--- config.mk ---
export PLATFORM = sky130hd
export DESIGN_NAME = eased_timed_pose_blend
export DESIGN_NICKNAME = d
export VERILOG_FILES = /design/src/design/etpb_pkg.sv /design/src/design/eased_timed_pose_blend.sv /design/src/design/etpb_div.sv
export VERILOG_INCLUDE_DIRS = /design/src /design/src/design
export SDC_FILE = /design/constraint.sdc
export NUM_CORES = 2
export LEC_CHECK = 0
export ABC_CLOCK_PERIOD_IN_PS = 8750
export BUFFER_PORTS_ARGS = -buffer_cell sky130_fd_sc_hd__buf_2
export CAP_MARGIN = 25
export CORE_ASPECT_RATIO = 0.7
export CORE_MARGIN = 3
export CORE_UTILIZATION = 30
export DETAILED_ROUTE_END_ITERATION = 6
export GPL_TIMING_DRIVEN = 0
export SYNTH_ARGS = -nofsm -noshare
export SYNTH_HDL_FRONTEND = slang
export SYNTH_SLANG_ARGS = --single-unit
export TNS_END_PERCENT = 1
--- constraint.sdc ---
create_clock -name clk_i -period 8.75 [get_ports clk_i]
set_clock_uncertainty 0.05 [all_clocks]
set_input_delay 0.4375 -clock clk_i [delete_from_list [all_inputs] [get_ports clk_i]]
set_output_delay 0.4375 -clock clk_i [all_outputs]
set_load 0.02 [all_outputs]
--- src/design/eased_timed_pose_blend_defines.svh ---
// ----------------------------------------------------------------------------
// eased timed pose blend assertion macros
// shared assertion wrappers, removed as a whole when ASSERT_OFF is set
// ----------------------------------------------------------------------------
`ifndef EASED_TIMED_POSE_BLEND_DEFINES_SVH
`define EASED_TIMED_POSE_BLEND_DEFINES_SVH

`ifndef ASSERT_OFF
// property must hold at every clock edge outside reset
`define ETPB_ASSERT(name, prop) \
  name: assert property (@(posedge clk_i) disable iff (!rst_ni) (prop)) \
    else $error("etpb assertion failed");
// condition must never be seen outside reset
`define ETPB_ASSERT_NEVER(name, cond) \
  name: assert property (@(posedge clk_i) disable iff (!rst_ni) !(cond)) \
    else $error("etpb forbidden condition seen");
`else
`define ETPB_ASSERT(name, prop)
`define ETPB_ASSERT_NEVER(name, cond)
`endif

`endif

--- src/design/etpb_pkg.sv ---
// ----------------------------------------------------------------------------
// etpb_pkg
// types, codes and defaults shared by the eased timed pose blend modules
// ----------------------------------------------------------------------------
package etpb_pkg;

  // default configuration of the pose store and fixed-point format
  localparam int unsigned DEF_POSE_COMPONENTS = 9;
  localparam int unsigned DEF_FRACTION_BITS   = 16;

  // configuration register indexes
  localparam logic CFG_DURATION = 1'b0;
  localparam logic CFG_CURVE    = 1'b1;

  // transaction kinds on the input channel
  typedef enum logic [1:0] {
    ACT_LOAD  = 2'd0,
    ACT_START = 2'd1,
    ACT_TICK  = 2'd2
  } action_e;

  // easing curve codes
  typedef enum logic [1:0] {
    CURVE_LINEAR   = 2'd0,
    CURVE_EASE_IN  = 2'd1,
    CURVE_EASE_OUT = 2'd2,
    CURVE_SMOOTH   = 2'd3
  } curve_e;

  // sequencer states
  typedef enum logic [2:0] {
    ST_IDLE,
    ST_START,
    ST_DIV,
    ST_EASE1,
    ST_EASE2,
    ST_CALC,
    ST_EMIT
  } state_e;

  // what a tick emits per component
  typedef enum logic [1:0] {
    MODE_HOLD,
    MODE_LERP,
    MODE_END
  } mode_e;

  typedef struct packed {
    logic [1:0]         action;
    logic [3:0]         component_index;
    logic signed [31:0] start_value;
    logic signed [31:0] end_value;
    logic signed [31:0] delta_time;
  } in_item_t;

  typedef struct packed {
    logic [3:0]         out_index;
    logic signed [31:0] pose_value;
    logic               still_active;
    logic               last_component;
  } out_item_t;

  // one entry of the start/end pose store
  typedef struct packed {
    logic signed [31:0] start_value;
    logic signed [31:0] end_value;
  } pose_pair_t;

endpackage

--- src/design/eased_timed_pose_blend.sv ---
// ----------------------------------------------------------------------------
// eased_timed_pose_blend
// timed, eased blend between a stored start pose and end pose
// ----------------------------------------------------------------------------
// Usage
//   Input channel (in_valid_i / in_stall_o / in_item_i) takes load, start and
//   tick transactions; a tick returns one output transaction per pose
//   component on out_valid_o / out_stall_i / out_item_o, index 0 first, with
//   last_component set on the final one. Load and start return nothing.
//   The configuration port writes blend_duration and easing_curve; write it
//   only while the block is idle.
// Operation
//   load finishes in the accepting cycle. start writes one current-pose entry
//   per cycle. A tick mid-blend first runs the one-bit-per-cycle divider, then
//   reads, multiplies and writes back each component through the pose
//   memories. One transaction is worked on at a time; in_stall_o is high
//   until the last result has been handed to the output register.
// Reset
//   duration 0, curve smoothstep, current pose reads as zero, blend inactive.
//   No clearing pass is needed. Start and end poses hold no value until loaded.
// Output stall
//   the output register holds its transaction while out_stall_i is high and
//   the sequencer waits with the next component.
// ----------------------------------------------------------------------------
`include "eased_timed_pose_blend_defines.svh"

module eased_timed_pose_blend
  import etpb_pkg::*;
#(
  parameter int unsigned POSE_COMPONENTS = DEF_POSE_COMPONENTS,
  parameter int unsigned FRACTION_BITS   = DEF_FRACTION_BITS
) (
  input  logic        clk_i,
  input  logic        rst_ni,
  input  logic        cfg_we_i,
  input  logic        cfg_idx_i,
  input  logic [31:0] cfg_data_i,
  input  logic        in_valid_i,
  output logic        in_stall_o,
  input  in_item_t    in_item_i,
  output logic        out_valid_o,
  input  logic        out_stall_i,
  output out_item_t   out_item_o
);

  localparam int unsigned IDX_W = (POSE_COMPONENTS > 1) ? $clog2(POSE_COMPONENTS) : 1;
  localparam int unsigned E_W   = FRACTION_BITS + 1;
  localparam int unsigned SQ_W  = 2 * FRACTION_BITS + 2;
  localparam int unsigned T_W   = FRACTION_BITS + 2;
  localparam int unsigned PR_W  = FRACTION_BITS + 35;
  localparam logic [E_W-1:0] ONE_FX = E_W'(1) << FRACTION_BITS;

  // configuration registers
  logic [31:0] dur_q;
  curve_e      curve_q;

  always_ff @(posedge clk_i or negedge rst_ni) begin
    if (!rst_ni) begin
      dur_q   <= '0;
      curve_q <= CURVE_SMOOTH;
    end else if (cfg_we_i) begin
      unique case (cfg_idx_i)
        CFG_DURATION: dur_q   <= cfg_data_i;
        CFG_CURVE:    curve_q <= curve_e'(cfg_data_i[1:0]);
        default:      dur_q   <= dur_q;
      endcase
    end
  end

  // sequencer state
  state_e           state_q, state_d;
  mode_e            mode_q;
  logic [IDX_W-1:0] idx_q, idx_d;
  logic             running_q;
  logic [31:0]      elapsed_q;

  logic             in_acc;
  logic             is_last;
  logic             cur_we;
  logic [31:0]      cur_wdata;
  logic             out_load;
  logic             div_start;
  logic             div_done;
  logic [FRACTION_BITS-1:0] div_quot;

  // memories and read ports
  pose_pair_t               pose_mem_q [POSE_COMPONENTS];
  logic [31:0]              cur_mem_q  [POSE_COMPONENTS];
  logic [POSE_COMPONENTS-1:0] cur_vld_q;
  pose_pair_t               pose_rd_q;
  logic [31:0]              cur_rd_q;
  logic                     cur_rd_vld_q;
  logic                     pose_we;

  // datapath registers
  logic [SQ_W-1:0]      sq_q;
  logic [T_W-1:0]       t_q;
  logic [E_W-1:0]       e_q;
  logic signed [PR_W-1:0] prod_q;
  logic [31:0]          a_q;
  logic [31:0]          hold_q;
  logic                 out_valid_q;
  out_item_t            out_q;

  assign in_stall_o = (state_q != ST_IDLE);
  assign in_acc     = in_valid_i && !in_stall_o;
  assign is_last    = (idx_q == IDX_W'(POSE_COMPONENTS - 1));

  // elapsed time update of a tick: negative deltas count as zero
  logic [31:0] dt_pos;
  logic [32:0] el_sum;
  logic [31:0] el_new;
  logic        tick_finish;

  assign dt_pos      = in_item_i.delta_time[31] ? 32'd0 : in_item_i.delta_time;
  assign el_sum      = {1'b0, elapsed_q} + {1'b0, dt_pos};
  assign el_new      = (el_sum > {1'b0, dur_q}) ? dur_q : el_sum[31:0];
  assign tick_finish = (el_new == dur_q);

  // emitted value for the current component
  logic signed [PR_W-1:0] prod_sh;
  logic [31:0]            emit_value;

  assign prod_sh    = prod_q >>> FRACTION_BITS;
  assign emit_value = (mode_q == MODE_LERP) ? (a_q + prod_sh[31:0]) : hold_q;

  // next state and control
  always_comb begin
    state_d   = state_q;
    idx_d     = idx_q;
    cur_we    = 1'b0;
    cur_wdata = emit_value;
    out_load  = 1'b0;
    div_start = 1'b0;
    unique case (state_q)
      ST_IDLE: begin
        if (in_acc) begin
          idx_d = '0;
          priority if (in_item_i.action == ACT_START) begin
            state_d = ST_START;
          end else if (in_item_i.action == ACT_TICK) begin
            if (running_q && !tick_finish) begin
              state_d   = ST_DIV;
              div_start = 1'b1;
            end else begin
              state_d = ST_CALC;
            end
          end else begin
            // loads and unused codes finish in the accepting cycle
            state_d = ST_IDLE;
          end
        end
      end
      ST_START: begin
        cur_we    = 1'b1;
        cur_wdata = running_q ? pose_rd_q.start_value : pose_rd_q.end_value;
        if (is_last) begin
          state_d = ST_IDLE;
        end else begin
          idx_d = idx_q + IDX_W'(1);
        end
      end
      ST_DIV: begin
        if (div_done) begin
          state_d = ST_EASE1;
        end
      end
      ST_EASE1: state_d = ST_EASE2;
      ST_EASE2: state_d = ST_CALC;
      ST_CALC:  state_d = ST_EMIT;
      ST_EMIT: begin
        if (!out_valid_q || !out_stall_i) begin
          out_load = 1'b1;
          cur_we   = (mode_q != MODE_HOLD);
          if (is_last) begin
            state_d = ST_IDLE;
          end else begin
            idx_d   = idx_q + IDX_W'(1);
            state_d = ST_CALC;
          end
        end
      end
      default: state_d = ST_IDLE;
    endcase
  end

  // control registers
  always_ff @(posedge clk_i or negedge rst_ni) begin
    if (!rst_ni) begin
      state_q   <= ST_IDLE;
      idx_q     <= '0;
      mode_q    <= MODE_HOLD;
      running_q <= 1'b0;
      elapsed_q <= '0;
    end else begin
      state_q <= state_d;
      idx_q   <= idx_d;
      if (in_acc && in_item_i.action == ACT_START) begin
        elapsed_q <= '0;
        running_q <= (dur_q != 32'd0);
      end else if (in_acc && in_item_i.action == ACT_TICK) begin
        if (!running_q) begin
          mode_q <= MODE_HOLD;
        end else begin
          elapsed_q <= el_new;
          if (tick_finish) begin
            mode_q    <= MODE_END;
            running_q <= 1'b0;
          end else begin
            mode_q <= MODE_LERP;
          end
        end
      end
    end
  end

  // progress divider
  etpb_div #(
    .FRACTION_BITS(FRACTION_BITS)
  ) u_div (
    .clk_i  (clk_i),
    .rst_ni (rst_ni),
    .start_i(div_start),
    .num_i  (el_new),
    .den_i  (dur_q),
    .done_o (div_done),
    .quot_o (div_quot)
  );

  // pose store: written by loads, read at the sequencer's next index
  assign pose_we = in_acc && (in_item_i.action == ACT_LOAD) &&
                   ({1'b0, in_item_i.component_index} < 5'(POSE_COMPONENTS));

  always_ff @(posedge clk_i) begin
    if (pose_we) begin
      pose_mem_q[in_item_i.component_index[IDX_W-1:0]] <=
        '{start_value: in_item_i.start_value, end_value: in_item_i.end_value};
    end
    pose_rd_q <= pose_mem_q[idx_d];
  end

  // current pose store; entries never written read as zero
  always_ff @(posedge clk_i) begin
    if (cur_we) begin
      cur_mem_q[idx_q] <= cur_wdata;
    end
    cur_rd_q <= cur_mem_q[idx_d];
  end

  always_ff @(posedge clk_i or negedge rst_ni) begin
    if (!rst_ni) begin
      cur_vld_q    <= '0;
      cur_rd_vld_q <= 1'b0;
    end else begin
      if (cur_we) begin
        cur_vld_q[idx_q] <= 1'b1;
      end
      cur_rd_vld_q <= cur_vld_q[idx_d];
    end
  end

  // easing: square first, then the curve (smoothstep needs a second product)
  logic [E_W-1:0]   ease_base;
  logic [E_W-1:0]   sq_frac;
  logic [SQ_W:0]    smooth_prod;
  logic [E_W-1:0]   ease_next;

  assign ease_base   = (curve_q == CURVE_EASE_OUT) ? (ONE_FX - {1'b0, div_quot})
                                                   : {1'b0, div_quot};
  assign sq_frac     = sq_q[SQ_W-2:FRACTION_BITS];
  assign smooth_prod = (SQ_W + 1)'(sq_frac * t_q);

  always_comb begin
    unique case (curve_q)
      CURVE_LINEAR:   ease_next = {1'b0, div_quot};
      CURVE_EASE_IN:  ease_next = sq_frac;
      CURVE_EASE_OUT: ease_next = ONE_FX - sq_frac;
      CURVE_SMOOTH:   ease_next = smooth_prod[2*FRACTION_BITS:FRACTION_BITS];
      default:        ease_next = {1'b0, div_quot};
    endcase
  end

  // difference of the end and start components
  logic signed [32:0] diff;
  assign diff = {pose_rd_q.end_value[31], pose_rd_q.end_value} -
                {pose_rd_q.start_value[31], pose_rd_q.start_value};

  // datapath registers
  always_ff @(posedge clk_i) begin
    if (state_q == ST_EASE1) begin
      sq_q <= SQ_W'(ease_base * ease_base);
      t_q  <= T_W'(3 * (2 ** FRACTION_BITS)) - T_W'({div_quot, 1'b0});
    end
    if (state_q == ST_EASE2) begin
      e_q <= ease_next;
    end
    if (state_q == ST_CALC) begin
      prod_q <= diff * $signed({1'b0, e_q});
      a_q    <= pose_rd_q.start_value;
      hold_q <= (mode_q == MODE_END) ? pose_rd_q.end_value
                                     : (cur_rd_vld_q ? cur_rd_q : 32'd0);
    end
    if (out_load) begin
      out_q.out_index      <= 4'(idx_q);
      out_q.pose_value     <= emit_value;
      out_q.still_active   <= running_q;
      out_q.last_component <= is_last;
    end
  end

  // output register
  always_ff @(posedge clk_i or negedge rst_ni) begin
    if (!rst_ni) begin
      out_valid_q <= 1'b0;
    end else if (out_load) begin
      out_valid_q <= 1'b1;
    end else if (!out_stall_i) begin
      out_valid_q <= 1'b0;
    end
  end

  assign out_valid_o = out_valid_q;
  assign out_item_o  = out_q;

  // checks
  `ETPB_ASSERT(a_last_index,
    out_valid_o && out_item_o.last_component |->
      out_item_o.out_index == 4'(POSE_COMPONENTS - 1))
  `ETPB_ASSERT(a_div_done_in_div, div_done |-> state_q == ST_DIV)
  `ETPB_ASSERT(a_running_falls_on_accept, $fell(running_q) |-> $past(in_acc))
  `ETPB_ASSERT_NEVER(a_load_while_busy, out_load && state_q != ST_EMIT)

endmodule

--- src/design/etpb_div.sv ---
// ----------------------------------------------------------------------------
// etpb_div
// restoring divider forming the fractional progress elapsed / duration
// ----------------------------------------------------------------------------
module etpb_div
  import etpb_pkg::*;
#(
  parameter int unsigned FRACTION_BITS = DEF_FRACTION_BITS
) (
  input  logic                     clk_i,
  input  logic                     rst_ni,
  input  logic                     start_i,
  input  logic [31:0]              num_i,
  input  logic [31:0]              den_i,
  output logic                     done_o,
  output logic [FRACTION_BITS-1:0] quot_o
);

  localparam int unsigned CNT_W = $clog2(FRACTION_BITS + 1);

  logic [32:0]              rem_q;
  logic [31:0]              den_q;
  logic [FRACTION_BITS-1:0] quot_q;
  logic [CNT_W-1:0]         cnt_q;
  logic                     busy_q;
  logic                     done_q;
  logic [32:0]              rem_sh;
  logic                     fits;

  // one quotient bit per cycle; numerator is below the divisor on entry
  assign rem_sh = {rem_q[31:0], 1'b0};
  assign fits   = rem_sh >= {1'b0, den_q};

  // control
  always_ff @(posedge clk_i or negedge rst_ni) begin
    if (!rst_ni) begin
      busy_q <= 1'b0;
      done_q <= 1'b0;
      cnt_q  <= '0;
    end else begin
      done_q <= 1'b0;
      if (start_i) begin
        busy_q <= 1'b1;
        cnt_q  <= CNT_W'(FRACTION_BITS);
      end else if (busy_q) begin
        cnt_q <= cnt_q - CNT_W'(1);
        if (cnt_q == CNT_W'(1)) begin
          busy_q <= 1'b0;
          done_q <= 1'b1;
        end
      end
    end
  end

  // datapath
  always_ff @(posedge clk_i) begin
    if (start_i) begin
      rem_q  <= {1'b0, num_i};
      den_q  <= den_i;
      quot_q <= '0;
    end else if (busy_q) begin
      rem_q  <= fits ? (rem_sh - {1'b0, den_q}) : rem_sh;
      quot_q <= {quot_q[FRACTION_BITS-2:0], fits};
    end
  end

  assign done_o = done_q;
  assign quot_o = quot_q;

endmodule
Word-level counts from Yosys, hierarchy flattened
Memory sizes are Yosys's and may differ from the RTL's. A register that Yosys moved wholly into a read port is not among the register bits.
Cells that the tools add are included.
{ "totals": {"ff_bits": 392, "ramBits": 864, "in_bits": 140, "output_inout_bits": 40, "wordCells": 157, "memories": 2} }
{ "mem_list": {"columns": ["memory", "words", "width", "rd", "rd_ports_with_merged_regs", "wr", "line", "rtl"], "rows": [
  ["pose_mem_q", 9, 64, 1, 1, 1, "eased_timed_pose_blend.sv:87", "pose_pair_t pose_mem_q [POSE_COMPONENTS];"],
  ["cur_mem_q", 9, 32, 1, 1, 1, "eased_timed_pose_blend.sv:88", "logic [31:0] cur_mem_q [POSE_COMPONENTS];"]
]} }
{ "classes": {"add_sub_neg": 9, "multipliers": 3, "n_lt_le_gt_ge": 6, "eq_ne": 21, "mux": 61, "bitwise": 3, "n_reduce_logical": 26} }
{ "ops": {"columns": ["op", "n"], "rows": [
  ["32-bit 2-to-1 mux", 12],
  ["17-bit one-hot mux with 4 select lines", 1],
  ["33-bit by 18-bit multiplier with 48-bit output", 1],
  ["32-bit by 31-bit adder with 33-bit output", 1],
  ["33-bit by 32-bit >= comparator with 1-bit output", 1],
  ["33-bit by 32-bit > comparator with 1-bit output", 1],
  ["17-bit by 17-bit multiplier with 33-bit output", 1],
  ["17-bit by 18-bit multiplier with 33-bit output", 1],
  ["32-bit by 32-bit subtractor with 33-bit output", 1],
  ["32-bit adder", 1],
  ["32-bit == test", 1],
  ["32-bit nonzero test", 1],
  ["32-bit subtractor", 1],
  ["31-bit 2-to-1 mux", 1],
  ["1-bit 2-to-1 mux", 26],
  ["3-bit 2-to-1 mux", 8],
  ["3-bit one-hot mux with 7 select lines", 1],
  ["18-bit by 17-bit subtractor with 18-bit output (first input constant)", 1],
  ["17-bit 2-to-1 mux", 1],
  ["17-bit by 16-bit subtractor with 17-bit output (first input constant)", 1],
  ["17-bit subtractor (first input constant)", 1],
  ["4-bit 2-to-1 mux", 3],
  ["4-bit one-hot mux with 3 select lines", 1],
  ["4-bit by 5-bit less-than comparator with 1-bit output (second input constant)", 2],
  ["other kinds (29)", 59]
]} }

Longest topological paths before layout
{ "depth": {"word_depth": 13, "mapped_depth": 38, "ltp_nobuf": 37} }

By module
A second synthesis with hierarchy kept.
{ "unflattened": {"cells_unflattened": 8930, "area_unflattened_um2": 93816.2} }
{ "by_module_without_submodules": {"columns": ["mod", "n_inst", "cells_each", "area_each_um2", "seq_area_each_um2"], "rows": [
  ["eased_timed_pose_blend", 1, 8397, 88469.8, 35601.6],
  ["etpb_div", 1, 533, 5346.4, 2417.3]
]} }

Worst setup path before layout
Ideal clock, no wire load.
{ "synth_timing": {"path_kind": "register to register", "from": "reg pose_rd_q[0] (netlist name)", "to": "reg prod_q[47] (data pin)", "setup_time_ns": 0.258, "t_arrival_ns": 8.452, "t_required_ns": 8.442, "setup_slack_ns": -0.010, "stages_incl_launch_ff": 36, "n_path_buf": 2, "synth_period_minus_slack_ns": 8.760, "cell_sequence": "dfxtp_1 -> inv_1 -> ha_1 -> fa_1 -> nor2b_1 -> o21ai_0 -> a21o_1 -> a2111oi_2 -> o2111ai_1 -> and3_1 -> nor3_1 -> o211ai_1 -> a21boi_0 -> or3_1 -> clkbuf_1 -> buf_2 -> nand3_1 -> fa_1 -> inv_1 -> fa_1 -> fa_1 -> fa_1 -> fa_1 -> inv_1 -> fa_1 -> inv_1 -> ha_1 -> a21o_1 -> a21o_1 -> a21o_1 -> or3_1 -> o21ai_0 -> a21oi_1 -> a211oi_1 -> xnor3_1 -> xnor2_1"} }
{ "synth_via": {"elab_chain_cells": 2} }
{ "synth_rtl": {"columns": ["item", "line", "rtl"], "rows": [
  ["32-bit by 32-bit subtractor with 33-bit output", "eased_timed_pose_blend.sv:285", "assign diff = {pose_rd_q.end_value[31], pose_rd_q.end_value} -"],
  ["33-bit by 18-bit multiplier with 48-bit output", "eased_timed_pose_blend.sv:298", "prod_q <= diff * $signed({1'b0, e_q});"],
  ["end signal, assigned", "eased_timed_pose_blend.sv:298", null],
  ["end, declared", "eased_timed_pose_blend.sv:99", "logic signed [PR_W-1:0] prod_q;"]
]} }
Every way passes these cells.
A chain may end at the register's enable or synchronous reset.

Worst setup path after layout
{ "layout_timing": {"from": "reg pose_rd_q[35] (netlist name)", "to": "reg prod_q[47] (data pin)"} }
{ "layout_via": {"elab_chain_cells": 2} }
{ "layout_rtl": {"columns": ["item", "line"], "rows": [
  ["32-bit by 32-bit subtractor with 33-bit output", "eased_timed_pose_blend.sv:285"],
  ["33-bit by 18-bit multiplier with 48-bit output", "eased_timed_pose_blend.sv:298"]
]} }
Every way passes these cells.

==> flow_summary.yaml <==
run_status:
  status: "complete, but fails checks"
  violations: "DRC, setup timing"
cts:
  clkLatencyLatePin_ps: 810
  clkSlewWorstSetupHoldPaths_ps: 70
  clockBufferDepth: 3
  clock_sinks: 1319
  cts_tree: "yes"
  cts_made_buffers: 144
  htree_levels: 4
  root_buffer: "clkbuf_16"
critical_path:
  max_stage_delay_ps: 560
  r2r-start: "pose_rd_q[35]"
  cpMostUsedCell: "fa_1"
  startpoint: "pose_rd_q[35]"
  end_kind: "flip-flop"
  crit_path_top_delay_cell: "fa_1"
  cp.arrival_ps: 9530
  crit_required_ps: 9210
  crit_type: "flip-flop to flip-flop"
  cp_max_fo: 8
  critPathLaunchType: "flip-flop"
synthesis:
  synth-compound-area-share_pct: 7.13
  yosys_most_used_dff: "edfxtp_1"
  avgSynthCellArea_um2: 10.5
  synth_fa_ha_area_share_pct: 26.1
  synth_top_family_by_area: "adder cells"
  ys_types: 101
  yosysWarnings: 0
  synth_simple_gate_area_share_pct: 14.8
  synth-xor-area-share_pct: 2.46
  synth-seq-cells: 1319
  synth-async-reset-ratio_pct: 7.13
  synth_area_um2: 93700
  synth_mux_area_share_pct: 1.84
  synth_edf_count: 1113
  ys_seq_area_share_pct: 40.6
  synthCells: 8905
sta:
  slew_viol_final: 0
  tightest_slew_ps: 1130
  post-route-period-util_pct: 104
  finalHoldViolCount: 0
  slew_headroom_pct: 24.9
  min_period_ps: 9070
  fmax_ghz: 0.110
  setup_ws_ps: -322
  rsz0062_at_grt: "yes"
  finalSetupViolCount: 14
grt:
  grt_overflow: 0
  grt_pass1_vias: 66400
  grt_usage_pct: 18.5
  grt_max_degree: 62
  grt_pass1_wl_um: 443000
  antenna_found_initial: 34
drt:
  wl_per_cell_um: 21.5
  ant_nets: 0
  totalWireLength_um: 297000
  route.detailed.drc: 14
  first_iter_violations: 8202
  drt-pass1-iter-count: 7
  vias_per_cell: 4.93
  dr_total_vias: 68000
die:
  initial_utilization_pct: 30.2
  ios: 180
  die_x_um: 674
  core-area_um2: 310000
  rows: 171
  die_area_um2: 319000
  fp.dieH_um: 474
finish:
  layout-drive-gt1-share_pct: 10.3
  fin_util_pct: 35.2
  fillers: 30700
  area_growth_pct: 16.7
  fin_nets: 11100
place:
  place.gp.congestion: 0.974
  detailed_place_hpwl_um: 233000
  port-buffer-count: 179
job:
  max_cap_viol_count: 0
min_path:
  hold_class: "input port to asynchronous set/reset pin"
## final timing paths
kind / end / slack [ps] / depth (start not counted)
setup / recovery: prod_q[47] / -320 / 34
hold / removal: elapsed_q[12] / 50 / 2
setup reg to reg: prod_q[47] / -320 / 34
hold reg to reg: cur_rd_q[0] / 380 / 2
max in group asynchronous: cur_vld_q[2] / 7790 / 3
min in group clk_i: pose_mem_q[4][53] / 80 / 2
## cells in the mapped netlist (all sizes together), types with 79 or more instances
| library cell | number | area (um2) |
|---|---|---|
| o21ai | 292 | 1460 |
| and2 | 356 | 2230 |
| nand3 | 288 | 1440 |
| inv | 1290 | 4840 |
| ha | 471 | 5890 |
| a21o | 82 | 616 |
| xnor2 | 161 | 1440 |
| nand2 | 1654 | 6210 |
| mux2i | 111 | 1110 |
| a311oi | 102 | 900 |
| a21oi | 220 | 1120 |
| edfxtp | 1113 | 33400 |
| buf | 79 | 404 |
| a31oi | 117 | 732 |
| xor2 | 89 | 780 |
| nor2 | 238 | 896 |
| and3 | 129 | 807 |
| nor2b | 97 | 607 |
| dfxtp | 112 | 2240 |
| dfrtp | 92 | 2300 |
| clkbuf | 356 | 1340 |
| fa | 929 | 18600 |
## area by class of cell
type / count / area, um2 / area share, %
multi-input combinational: 5865 / 50500 / 46.2
clock buffer: 192 / 3960 / 3.62
antenna: 10 / 25.0 / 0.0229
timing repair buffer: 461 / 3940 / 3.60
inverter: 1295 / 4880 / 4.46
sequential: 1319 / 38100 / 34.8
buffer: 432 / 1950 / 1.78
clock inverter: 71 / 845 / 0.772
tap: 4152 / 5190 / 4.75
## metal layers
metal / global-route usage, % / share of wire (%) / up-vias
met4: 3.37 / 1.8 / 12
li1: - / - / 30500
met1: 28.9 / 47 / 34100
met5: 0 / 0.027 / -
met3: 5.38 / 12 / 297
met2: 25.0 / 39 / 3086
## through the flow
stage	instance area (um2)	std cells	setup TNS, ps	hold WS [ps]	setup slack [ps]
2_1_floorplan	93700	8914	0	91.9	20.4
3_3_place_gp	99800	13200	-856430	363	-6020
3_5_place_dp	101000	13300	-73260	321	-2840
4_1_cts	109000	13800	-548	4.20	-178
5_1_grt	109000	13800	-7770	59.5	-527
6_report	109000	13800	-1930	50.7	-322
## layout by cell type, fill, tap and decap left out, types with 20 or more instances in the layout
master            n
nand2_1        1651
a21oi_1         200
buf_2           233
clkinv_2         21
buf_12           23
or2_2            20
o21a_1           31
nor4_1           26
buf_4           113
inv_1          1272
ha_1            455
o21ai_0         272
or3_1            20
nor3_1           45
mux2i_1         110
clkbuf_8         29
xor2_1           78
xnor2_1         141
nand3_1         286
dlygate4sd3_1   101
a311oi_1        101
a31oi_1         115
a211oi_1         30
buf_6            34
and3_1          127
nor2_1          220
dfxtp_1          88
mux2_2           26
nand4_1          32
clkbuf_16       146
dfrtp_1          92
edfxtp_1       1113
fa_1            916
a21o_1           82
and2_1          345
nand2b_1         41
clkbuf_1        350
nor2b_1          91
## flip-flops by register name, indices dropped and copies added (netlist names), 17 cells and up
name	cells
sq_q	18
hold_q	32
prod_q	32
dur_q	32
pose_mem_q	576
elapsed_q	32
u_div.rem_q	32
cur_mem_q	288
e_q	17
a_q	32
out_item_o	38
pose_rd_q	64
u_div.den_q	32
cur_rd_q	32
## timing repair
action,CTS,global route
resized for setup,313,48
buffers inserted,82,8
hold endpoints to repair,704,0
hold buffers,101,0
pin swaps,120,39
endpoints found under the setup margin,51,36
## logic make-up (layout without fill, tap and decap cells)
logic type,after synthesis,count (layout)
multiplexers,151,151
XOR/XNOR,254,254
flip-flops,1319,1319
buffers and inverters,1730,2451
AND/OR/NAND/NOR,3019,3019
adder cells (fa/ha/maj),1400,1400
other,2,21
AO/OA/AOI/OAI,1030,1030
## critical path, delay by kind of cell (launching register included)
family | cells | cell delay, ps
xor gates and xnor gates | 3 | 650
buffers and inverters | 7 | 880
and+or+nand+nor | 2 | 150
DFF | 1 | 460
AOI/OAI and AO/OA | 14 | 2930
adders and majority gates | 8 | 3620
Power is not shown: default switching activity piles up to over one toggle a cycle in this logic, so the estimate is an artifact.
